`config.mk`:
```
export PLATFORM = sky130hd
export DESIGN_NAME = base64_stream_decoder
export DESIGN_NICKNAME = d
export VERILOG_FILES = /design/src/b64d_pkg.sv /design/src/b64d_step.sv /design/src/base64_stream_decoder.sv
export SDC_FILE = /design/constraint.sdc
export NUM_CORES = 1
export LEC_CHECK = 0
export BUFFER_PORTS_ARGS = -buffer_cell sky130_fd_sc_hd__buf_2
export CAP_MARGIN = 30
export CORE_MARGIN = 2
export CORE_UTILIZATION = 48
export CTS_CLUSTER_SIZE = 28
export DETAILED_ROUTE_END_ITERATION = 6
export GPL_ROUTABILITY_DRIVEN = 1
export PLACE_DENSITY_LB_ADDON = 0.3
export SLEW_MARGIN = 20
export SYNTH_ARGS = -nofsm -noshare
export SYNTH_HDL_FRONTEND = slang
export SYNTH_HIERARCHICAL = 1
export SYNTH_SLANG_ARGS = --single-unit
```
`constraint.sdc`:
```
create_clock -name clk -period 4.7 [get_ports clk]
set_input_delay 0.47 -clock clk [delete_from_list [all_inputs] [get_ports clk]]
set_output_delay 0.47 -clock clk [all_outputs]
set_load 0.03 [all_outputs]
```
`src/b64d_pkg.sv`:
```
// Shared types, codes and the character map of the base64 stream decoder.
`default_nettype none
package b64d_pkg;

  localparam logic [1:0] MODE_STD  = 2'd0;
  localparam logic [1:0] MODE_URL  = 2'd1;
  localparam logic [1:0] MODE_AUTO = 2'd2;
  localparam logic [1:0] MODE_RESET = MODE_AUTO;

  localparam logic [2:0] ERR_NONE     = 3'd0;
  localparam logic [2:0] ERR_BAD      = 3'd1;
  localparam logic [2:0] ERR_MIXED    = 3'd2;
  localparam logic [2:0] ERR_EMPTY    = 3'd3;
  localparam logic [2:0] ERR_DANGLING = 3'd4;

  localparam logic [7:0] CHAR_PAD = 8'h3D;

  typedef enum logic [1:0] {
    LOCK_NONE = 2'd0,
    LOCK_STD  = 2'd1,
    LOCK_URL  = 2'd2
  } lock_t;

  typedef enum logic [1:0] {
    CLS_BAD     = 2'd0,
    CLS_COMMON  = 2'd1,
    CLS_STD_SYM = 2'd2,
    CLS_URL_SYM = 2'd3
  } char_class_t;

  typedef struct packed {
    logic [1:0] pos;
    logic [5:0] held;
    logic [2:0] err;
    lock_t      lock;
    logic       seen;
  } text_state_t;

  typedef struct packed {
    logic [7:0] data;
    logic       byte_ok;
    logic       eot;
    logic [2:0] err;
  } result_t;

  localparam text_state_t STATE_RESET = '{pos: 2'd0, held: 6'd0, err: ERR_NONE,
                                          lock: LOCK_NONE, seen: 1'b0};

  typedef struct packed {
    char_class_t cls;
    logic [5:0]  val;
  } char_map_t;

  // Classify one character and give its sextet value where it has one.
  function automatic char_map_t map_char(input logic [7:0] c);
    char_map_t m;
    m.cls = CLS_BAD;
    m.val = 6'd0;
    if (c >= 8'h41 && c <= 8'h5A) begin
      m.cls = CLS_COMMON;
      m.val = 6'(c - 8'h41);
    end else if (c >= 8'h61 && c <= 8'h7A) begin
      m.cls = CLS_COMMON;
      m.val = 6'(c - 8'h61 + 8'd26);
    end else if (c >= 8'h30 && c <= 8'h39) begin
      m.cls = CLS_COMMON;
      m.val = 6'(c - 8'h30 + 8'd52);
    end else if (c == 8'h2B || c == 8'h2F) begin
      m.cls = CLS_STD_SYM;
      m.val = (c == 8'h2B) ? 6'd62 : 6'd63;
    end else if (c == 8'h2D || c == 8'h5F) begin
      m.cls = CLS_URL_SYM;
      m.val = (c == 8'h2D) ? 6'd62 : 6'd63;
    end
    return m;
  endfunction

endpackage
`default_nettype wire

```
`src/b64d_step.sv`:
```
// Next-state and result logic for one character of the decoder.
`default_nettype none
module b64d_step (
  input  wire logic [7:0]           in_char,
  input  wire logic                 last_char,
  input  wire logic [1:0]           mode,
  input  wire b64d_pkg::text_state_t cur,
  output b64d_pkg::text_state_t     nxt,
  output b64d_pkg::result_t         res
);

  b64d_pkg::char_map_t   m;
  b64d_pkg::text_state_t upd;
  b64d_pkg::lock_t       fam;
  logic       blank;
  logic       pad;
  logic       fixed;
  logic       sym;
  logic [2:0] err_c;
  logic [5:0] s;
  logic [7:0] data;
  logic       got;

  always_comb begin
    m     = b64d_pkg::map_char(in_char);
    blank = (in_char == 8'h20) || (in_char inside {[8'h09:8'h0D]});
    pad   = (in_char == b64d_pkg::CHAR_PAD);
    fixed = (mode == b64d_pkg::MODE_STD) || (mode == b64d_pkg::MODE_URL);
    sym   = (m.cls == b64d_pkg::CLS_STD_SYM) || (m.cls == b64d_pkg::CLS_URL_SYM);
    fam   = (m.cls == b64d_pkg::CLS_STD_SYM) ? b64d_pkg::LOCK_STD : b64d_pkg::LOCK_URL;
    upd   = cur;
    err_c = b64d_pkg::ERR_NONE;

    if (pad) begin
      if (cur.pos < 2'd2) err_c = b64d_pkg::ERR_BAD;
    end else if (m.cls == b64d_pkg::CLS_BAD) begin
      err_c = b64d_pkg::ERR_BAD;
    end else if (sym) begin
      if (fixed) begin
        if ((mode == b64d_pkg::MODE_STD) != (fam == b64d_pkg::LOCK_STD))
          err_c = b64d_pkg::ERR_BAD;
      end else if (cur.lock == b64d_pkg::LOCK_NONE) begin
        // Auto mode takes the alphabet of the first specific symbol.
        upd.lock = fam;
      end else if (cur.lock != fam) begin
        err_c = b64d_pkg::ERR_MIXED;
      end
    end

    s = pad ? 6'd0 : m.val;
    data = 8'd0;
    got  = 1'b0;
    case (cur.pos)
      2'd1: begin
        data = {cur.held, s[5:4]};
        got  = 1'b1;
      end
      2'd2: begin
        data = {cur.held[3:0], s[5:2]};
        got  = !pad;
      end
      2'd3: begin
        // After a padded third position the held sextet is zero.
        data = {cur.held[1:0], s};
        got  = !pad;
      end
      default: begin
        data = 8'd0;
        got  = 1'b0;
      end
    endcase

    if (!blank) begin
      upd.seen = 1'b1;
      upd.pos  = cur.pos + 2'd1;
      if (err_c == b64d_pkg::ERR_NONE) begin
        upd.held = s;
      end else if (cur.err == b64d_pkg::ERR_NONE) begin
        upd.err = err_c;
      end
    end else begin
      got = 1'b0;
    end
    if (err_c != b64d_pkg::ERR_NONE) got = 1'b0;

    if (last_char && upd.err == b64d_pkg::ERR_NONE) begin
      if (!upd.seen) upd.err = b64d_pkg::ERR_EMPTY;
      else if (upd.pos == 2'd1) upd.err = b64d_pkg::ERR_DANGLING;
    end

    if (upd.err != b64d_pkg::ERR_NONE) got = 1'b0;

    res.data    = got ? data : 8'd0;
    res.byte_ok = got;
    res.eot     = last_char;
    res.err     = upd.err;

    nxt = last_char ? b64d_pkg::STATE_RESET : upd;
  end

endmodule
`default_nettype wire

```
`src/base64_stream_decoder.sv`:
```
// Top level of the streaming base64 decoder: state, output register and skid word.
//
//   channel  direction  handshake              word
//   in       sink       in_valid / in_stall    in_char, last_char
//   out      source     out_valid / out_stall  out_byte, byte_valid, end_of_text, error_code
//   cfg      sink       cfg_valid / cfg_ready  alphabet_mode
//
// One character is taken per cycle while in_stall is low; its result is registered in the
// output register, or in the skid word if the output is stalled; one word per cycle leaves.
// A skid word holds one result while the output is stalled; in_stall is high only
// while the skid word is full. Reset is synchronous and clears all text state,
// sets the alphabet mode to auto and empties the output side. cfg_ready is always high.
`default_nettype none
module base64_stream_decoder (
  input  wire logic       clk,
  input  wire logic       rst,
  input  wire logic       in_valid,
  output logic            in_stall,
  input  wire logic [7:0] in_char,
  input  wire logic       last_char,
  output logic            out_valid,
  input  wire logic       out_stall,
  output logic [7:0]      out_byte,
  output logic            byte_valid,
  output logic            end_of_text,
  output logic [2:0]      error_code,
  input  wire logic       cfg_valid,
  output logic            cfg_ready,
  input  wire logic [1:0] alphabet_mode
);

  b64d_pkg::text_state_t st;
  b64d_pkg::text_state_t st_next;
  b64d_pkg::result_t     step_res;
  b64d_pkg::result_t     out_word;
  b64d_pkg::result_t     skid_word;
  logic [1:0] mode;
  logic       skid_valid;
  logic       in_take;
  logic       out_take;

  b64d_step u_step (
    .in_char   (in_char),
    .last_char (last_char),
    .mode      (mode),
    .cur       (st),
    .nxt       (st_next),
    .res       (step_res)
  );

  assign cfg_ready = 1'b1;
  assign in_stall  = skid_valid;
  assign in_take   = in_valid && !skid_valid;
  assign out_take  = out_valid && !out_stall;

  always_ff @(posedge clk) begin
    if (rst) begin
      mode       <= b64d_pkg::MODE_RESET;
      st         <= b64d_pkg::STATE_RESET;
      out_valid  <= 1'b0;
      skid_valid <= 1'b0;
    end else begin
      if (cfg_valid) mode <= alphabet_mode;
      if (in_take) st <= st_next;
      if (skid_valid) begin
        if (out_take) begin
          out_word   <= skid_word;
          skid_valid <= 1'b0;
        end
      end else if (in_take) begin
        if (!out_valid || out_take) begin
          out_word  <= step_res;
          out_valid <= 1'b1;
        end else begin
          skid_word  <= step_res;
          skid_valid <= 1'b1;
        end
      end else if (out_take) begin
        out_valid <= 1'b0;
      end
    end
  end

  assign out_byte    = out_word.data;
  assign byte_valid  = out_word.byte_ok;
  assign end_of_text = out_word.eot;
  assign error_code  = out_word.err;

endmodule
`default_nettype wire

```
[Word-level counts from Yosys, hierarchy flattened]
Cells that the tools add are included.
Word-level totals
  register bits: 44
  bits of input ports: 16
  output and inout bits: 16
  logic and storage cells: 141
Cells by class
  add/subtract/negate cells: 6
  order comparisons: 9
  eq/ne operators: 22
  muxes and demuxes: 48
  bitwise operators: 3
  reductions and logical operators: 37
Operator list (number)
  2-to-1 mux 13 bit: 4
  2-to-1 mux 8 bit: 6
  equality test 8 x 6 -> 1 bit, second input constant: 5
  2-to-1 mux 3 bit: 10
  case mux 8 bit (3 select lines): 1
  >= comparator 8 x 7 -> 1 bit, second input constant: 2
  <= comparator 8 x 7 -> 1 bit, second input constant: 2
  2-to-1 mux 1 bit: 15
  2-to-1 mux 14 bit: 1
  2-to-1 mux 2 bit: 7
  2-to-1 mux 6 bit: 2
  nonzero test 2 bit: 6
  subtractor 6 bit, second input constant: 2
  2-to-1 mux 11 bit: 1
  logical NOT 3 bit: 3
  equality test 2 x 1 -> 1 bit, second input constant: 4
  equality test 2 bit, second input constant: 4
  equality test 8 x 7 -> 1 bit, second input constant: 1
  >= comparator 8 x 4 -> 1 bit, second input constant: 1
  >= comparator 8 x 6 -> 1 bit, second input constant: 1
  <= comparator 8 x 4 -> 1 bit, second input constant: 1
  <= comparator 8 x 6 -> 1 bit, second input constant: 1
  != test 2 bit, second input constant: 4
  AND reduction 4 bit: 2
  other kinds (18): 39

[Longest topological paths before layout]
Gate-level depths: netlist (run 1).
  word-level depth: 29
  gate-level depth with buffers: 13
  gate-level depth less buffers: 11

[Modules after synthesis]
Netlist (run 1), hierarchy kept.
By module, submodules not included
  base64_stream_decoder: instances 1, cells an instance 124, area each 1824.2 µm²
  b64d_step: instances 1, cells an instance 194, area each 1308.8 µm²

[Worst setup path before layout (run 1)]
Ideal clock, no wire load.
  kind: input -> register
  start: input port in_char[2]
  end: register out_word (netlist bit out_byte[4]) (data pin)
  data arrival time: 2907 ps
  slack: 1533 ps
  cell stages on the path: 13
  path buffers: 3
  cell sequence: clkbuf_1 > inv_1 > ha_1 > clkbuf_1 > nand2_1 > a21oi_1 > o311a_1 > nand2b_1 > nor4_1 > or4_1 > buf_6 > nor2_2 > mux2_2
RTL lines
  from (decl): RTL line base64_stream_decoder.sv:19  | input wire logic [7:0] in_char,
  to (signal assigned): RTL line base64_stream_decoder.sv:67  | out_word <= skid_word;
  to (signal assigned): RTL line base64_stream_decoder.sv:72  | out_word <= step_res;
  to (decl): RTL line base64_stream_decoder.sv:35  | b64d_pkg::result_t out_word;

==> results.cfg, run 1 <==
[clock_tree]
postCtsSetupBuffers = 0
clk_latency_ns = 0.31
cts_hold_buf = 0
numCtsBuffers = 5
clockBufferDepth = 2
root_buffer = clkbuf_8
post_cts_resized = 0
clk_pin_slew_ns = 0.09
cts_tree = yes
cts_num_sinks = 44
h-tree-depth = 2

[logic_synthesis]
synthArstFlopShare = 0
synthTopCellsByArea = edfxtp_1 25%, dfxtp_1 12%, nand4bb_1 5.4%, ha_1 5.2%, mux2_2 4.7%
yosys.area.top_type_share = 0.2492
synthesis.area_sq_um = 3133
syn_inst = 318
yosysTopAreaCell = edfxtp_1
ys_warn_count = 6
synth_seq_cells = 44
synth.distinct_cells = 68
synth_area_per_cell_sq_um = 9.852
synth-edff-count = 26
synth_nets = 347
synth-main-ff-cell = edfxtp_1
ys_seq_area_frac = 0.3642

[final_layout]
final_util = 0.5341
multiInputGateArea_sq_um = 1790
fill_cells = 586
syn_to_final_growth_pct = 7.628
ff_latch_area_sq_um = 1141
drive_gt1_frac = 0.2537
finalNetCount = 363
instances_no_fill = 412
n_antenna_cell = 0

[die]
die_h_um = 84.79
fp.dieW_um = 84.79
start_util = 0.4962
rows = 29
fp.dieArea_sq_um = 7189
core-area_sq_um = 6314
io-pin-count = 32

[job]
maxCapViolCount = 0

[global_routing]
grt_pass1_wl_mm = 11.65
grt-ovfl-total = 0
grt_max_degree = 35
gr-usage-all-layers = 0.2008
grt_pass1_vias = 2371
antenna_found_initial = 0

[sta]
final_max_slew_viol_count = 0
worstMarginPinSlew_ns = 0.6913
clock_skew_ns = 0.008334
hold_ws_ns = 0.3600
max_freq_mhz = 301.1
rsz0062_at_grt = no
max_slew_margin = 0.5272
hold_viol = 0
tns_ns = 0
period_share = 0.7067
setup_viol = 0
fin_crit_ns = 3.322
fin_ws_ns = 1.378

[detailed_routing]
vias_per_cell = 6.036
drtIter0Drc = 128
drt_first_pass_iters = 5
num_vias = 2487
drt_wl_total_mm = 7.002
routedWlPerCell_um = 17.00
ant_nets = 0
remaining_drc_errors = 0

[critical_path]
path_class = in2reg
reg2reg_depth = 8
worstReg2RegStart = st[13]
critical_path.startpoint_type = input pin
worst_path_most_repeated_cell = nand2b_1
crit_chain = buf_2 > inv_1 > ha_1 > nand2b_1 > a211o_1 > o311a_1 > nand2b_1 > nor4_1 > or4_1 > nor2_2 > mux2_2
path_buf_inv = 2
cpPeakStageDelay_ns = 0.49
critPathTopFamily = simple AND/OR/NAND/NOR gates
slowest_stage = nor4_1
cp_data_arrival_time_ns = 3.38
cp-end-kind = register
critPathMaxFanout = 8
reg2reg_to = out_byte[2]
r2r_slack_ns = 2.27
critPathRequiredTime_ns = 4.76

[status]
status = finished, final reports clean

[placement]
port-buffer-count = 30
hpwl_mm = 4.974
gp_routability_congestion = 0.9422
dp.cells = 403
place_ws_ns = 1.009

[power]
power_leakage_nw = 1.214
peakVddDrop_uv = 169.1
pwr_density_cell_nw_per_um2 = 263.1

[hold_path]
hold_path_end = mode[1]
whs_path_depth = 2
hp-start = alphabet_mode[1]
hold_class = in2reg
-- area by class of cell --
type                    instances  area share
well taps                      77     0.02857
clock inverters                 3     0.01373
inverters                      13     0.01447
flip-flops and latches         44      0.3384
multi-input cells             236      0.5310
repair buffers                 34     0.05343
clock buffers                   5     0.02041
-- per-stage QoR --
| step | cell area, sq um | total power (W) |
|---|---|---|
| 5_1_grt | 3372 | 0.0009218 |
| 2_1_floorplan | 3133 | 0.0005521 |
| 4_1_cts | 3364 | 0.0008898 |
| 6_report | 3372 | 0.0008870 |
| 3_5_place_dp | 3249 | 0.0005882 |
| 3_3_place_gp | 3242 | 0.0005864 |
-- worst max-delay path by stage --
stage | from | end | slack (ns) | cells past startpoint
2_1_floorplan | in_char[2] | out_byte[4] | 1.53 | 13
3_3_place_gp | in_char[1] | out_byte[2] | 1.07 | 11
3_5_place_dp | in_char[1] | out_byte[2] | 1.01 | 11
4_1_cts | in_char[1] | out_byte[2] | 1.33 | 11
5_1_grt | in_char[2] | out_byte[2] | 1.20 | 10
6_report | in_char[1] | out_byte[2] | 1.38 | 11
-- cells by family after synthesis --
| kind of cell | Yosys count | share of synthesized area |
|---|---|---|
| adders and majority gates | 13 | 0.05192 |
| and+or+nand+nor | 122 | 0.2420 |
| AOI/OAI and AO/OA | 73 | 0.1873 |
| other | 1 | 0.001197 |
| xor gates and xnor gates | 6 | 0.01677 |
| muxes | 21 | 0.07229 |
| DFF | 44 | 0.3642 |
| buffers and inverters | 38 | 0.06430 |
-- routing by layer --
metal / share of wire / track usage
met1: 0.46 / 0.2708
met2: 0.48 / 0.3221
met3: 0.044 / 0.03343
met4: 0.016 / 0.07937
met5: 0 / 0
-- cells in the mapped netlist (2+ instances only) --
library cell / number
a211o_1: 5
edfxtp_1: 26
a221oi_1: 2
buf_6: 3
nor2_1: 31
a222oi_1: 6
buf_1: 3
a21oi_1: 9
dfxtp_1: 18
buf_4: 5
nor3b_1: 2
nand4bb_1: 15
inv_1: 13
nor3_1: 6
xnor2_1: 6
a22oi_1: 2
a21oi_2: 3
o21ai_2: 10
a31oi_1: 3
o21ai_0: 6
nand2_1: 11
clkbuf_1: 12
nand3_1: 9
ha_1: 13
o41ai_1: 2
nand2b_1: 17
a2bb2oi_1: 2
a211oi_1: 6
and3_1: 3
nor2_2: 6
nand4_1: 2
nor2b_1: 6
mux2_2: 13
mux2i_1: 8
-- placed cells by master (no fill, tap or decap), drive strengths merged, types with 3 or more instances in the layout --
cell type,n
clkbuf,6
nand3,9
nand2b,18
xnor2,6
a211o,5
nand4bb,15
ha,13
nand2,12
edfxtp,26
mux2i,8
mux2,13
nor2,37
a221oi,3
nor3,6
o21ai,17
and3,3
nor2b,6
buf,33
a222oi,6
a31oi,3
dfxtp,18
a211oi,7
inv,14
a21oi,12
-- where the power goes --
group | leakage [nW] | internal, W | switching, W
registers | 0.391 | 0.000419 | 0.00000766
clock network | 0.0548 | 0.000160 | 0.000146
logic | 0.769 | 0.0000576 | 0.0000963
total | 1.21 | 0.000637 | 0.000250
-- sequential cells by signal, indices dropped and copies added (netlist names) --
register / flops
in_stall: 1
end_of_text: 1
st: 14
out_byte: 8
error_code: 3
skid_word: 13
mode: 2
out_valid: 1
byte_valid: 1
Power figures use the tool's default switching activity.
==> run 2: changes to the inputs <==
==> constraint.sdc (replaced) <==
create_clock -name clk -period 3.4 [get_ports clk]
set_input_delay 0.34 -clock clk [delete_from_list [all_inputs] [get_ports clk]]
set_output_delay 0.34 -clock clk [all_outputs]
set_load 0.03 [all_outputs]
==> run 2 against run 1 <==
Compared with the run above:
- die area is the same
- combinational power grew 37%
- critical path depth shrank 1
- clock skew is essentially flat
- via count grew 2.1%
- largest power group unchanged
- count of clock-buffer cells in the layout grew 1
- setup slack lost 1.0 ns
- clock power grew 27%
- register-to-register slack lost 1.2 ns
- final cell count grew 0.97%
- sequential power grew 39%
==> results.cfg, run 2 (synthesized netlist as in run 1, its figures left out) <==
[sta]
hold_viol = 0
setup_viol = 0
max_slew_margin = 0.5022
period_share = 0.8966
max_freq_mhz = 328.0
hold_ws_ns = 0.2354
fin_ws_ns = 0.3514
clock_skew_ns = 0.008611
tns_ns = 0
fin_crit_ns = 3.049
worstMarginPinSlew_ns = 0.7279
rsz0062_at_grt = no
final_max_slew_viol_count = 0

[clock_tree]
clk_pin_slew_ns = 0.09
clk_latency_ns = 0.30
post_cts_resized = 0
postCtsSetupBuffers = 0
root_buffer = clkbuf_8
h-tree-depth = 2
cts_tree = yes
cts_num_sinks = 44
cts_hold_buf = 0
clockBufferDepth = 2
numCtsBuffers = 5

[detailed_routing]
vias_per_cell = 6.106
remaining_drc_errors = 0
drt_wl_total_mm = 6.929
num_vias = 2540
routedWlPerCell_um = 16.66
drt_first_pass_iters = 5
drtIter0Drc = 182
ant_nets = 0

[die]
fp.dieArea_sq_um = 7189
rows = 29
start_util = 0.4962
io-pin-count = 32
core-area_sq_um = 6314
die_h_um = 84.79
fp.dieW_um = 84.79

[final_layout]
top_register = st
n_antenna_cell = 0
finalNetCount = 367
drive_gt1_frac = 0.2625
fin_area_sq_um = 3397
largest_reg_flops = 14
syn_to_final_growth_pct = 8.427
fill_cells = 570
final_common_cell = nor2_1
final_util = 0.5381
mostFrequentLayoutCells = 31 x nor2_1, 30 x buf_2, 26 x edfxtp_1

[critical_path]
critPathRequiredTime_ns = 3.45
path_class = in2reg
critical_path.startpoint_type = input pin
critPathMaxFanout = 13
cp_data_arrival_time_ns = 3.10
cp-end-kind = register

[power]
power_leakage_nw = 1.233
pwr_density_cell_nw_per_um2 = 351.7
peakVddDrop_uv = 247.8

[status]
status = finished, final reports clean

[global_routing]
grt_max_degree = 35
grt_pass1_vias = 2430
antenna_found_initial = 0
grt_pass1_wl_mm = 11.92
gr-usage-all-layers = 0.2040
grt-ovfl-total = 0

[placement]
hpwl_mm = 4.970
place_area_sq_um = 3287
place_ws_ns = 0.08692
port-buffer-count = 30
gp_routability_congestion = 0.9458

[job]
maxCapViolCount = 0

[hold_path]
hold_class = in2reg
[run 2: cell count changes in the layout (fill, tap and decap cells not counted)]
cell       before  now
bufinv_16       1    0
clkbuf_4        1    0
buf_4           3    8
clkbuf_16       0    1
[run 2: metrics by stage]
step | instances | power [W]
6_report | 416 | 0.001195
3_3_place_gp | 408 | 0.0008138
4_1_cts | 416 | 0.001205
2_1_floorplan | 318 | 0.0007632
5_1_grt | 416 | 0.001249
3_5_place_dp | 408 | 0.0008168
[run 2: path summary, 6_finish.rpt]
kind,cells after the start,slack [ns],endpoint,start
setup / recovery,10,0.35,out_byte[2],in_char[2]
hold / removal,2,0.24,mode[1],alphabet_mode[1]
setup reg to reg,8,1.03,out_byte[2],st[13]
hold reg to reg,2,0.51,st[4],st[4]
[run 2: layer usage]
layer,GRT usage,up-vias,part of all wire
met2,0.3271,92,0.47
met3,0.03343,10,0.057
li1,-,1226,-
met5,0,-,0
met1,0.2777,1212,0.45
met4,0.07648,0,0.018
[run 2: report_power, final]
part	internal [W]	switching, W	leakage, nW
logic	0.0000821	0.000129	0.789
registers	0.000580	0.0000147	0.391
clock network	0.000192	0.000197	0.0530
[run 2: layout make-up]
type	instances	area, sq um	area share
well taps	77	96.34	0.02836
repair buffers	38	210.2	0.06188
multi-input cells	236	1790	0.5271
clock buffers	6	93.84	0.02762
inverters	13	48.80	0.01436
flip-flops and latches	44	1141	0.3359
clock inverters	2	16.27	0.004788
[run 2: worst max-delay path: stages]
cell and delay [ns]:
buf_2 0.18, ha_1 0.45, nand4b_1 0.17, or2_2 0.34, a211oi_4 0.28, nand2b_1 0.14
nor4_1 0.37, or4_1 0.45, nor2_2 0.10, mux2_2 0.27
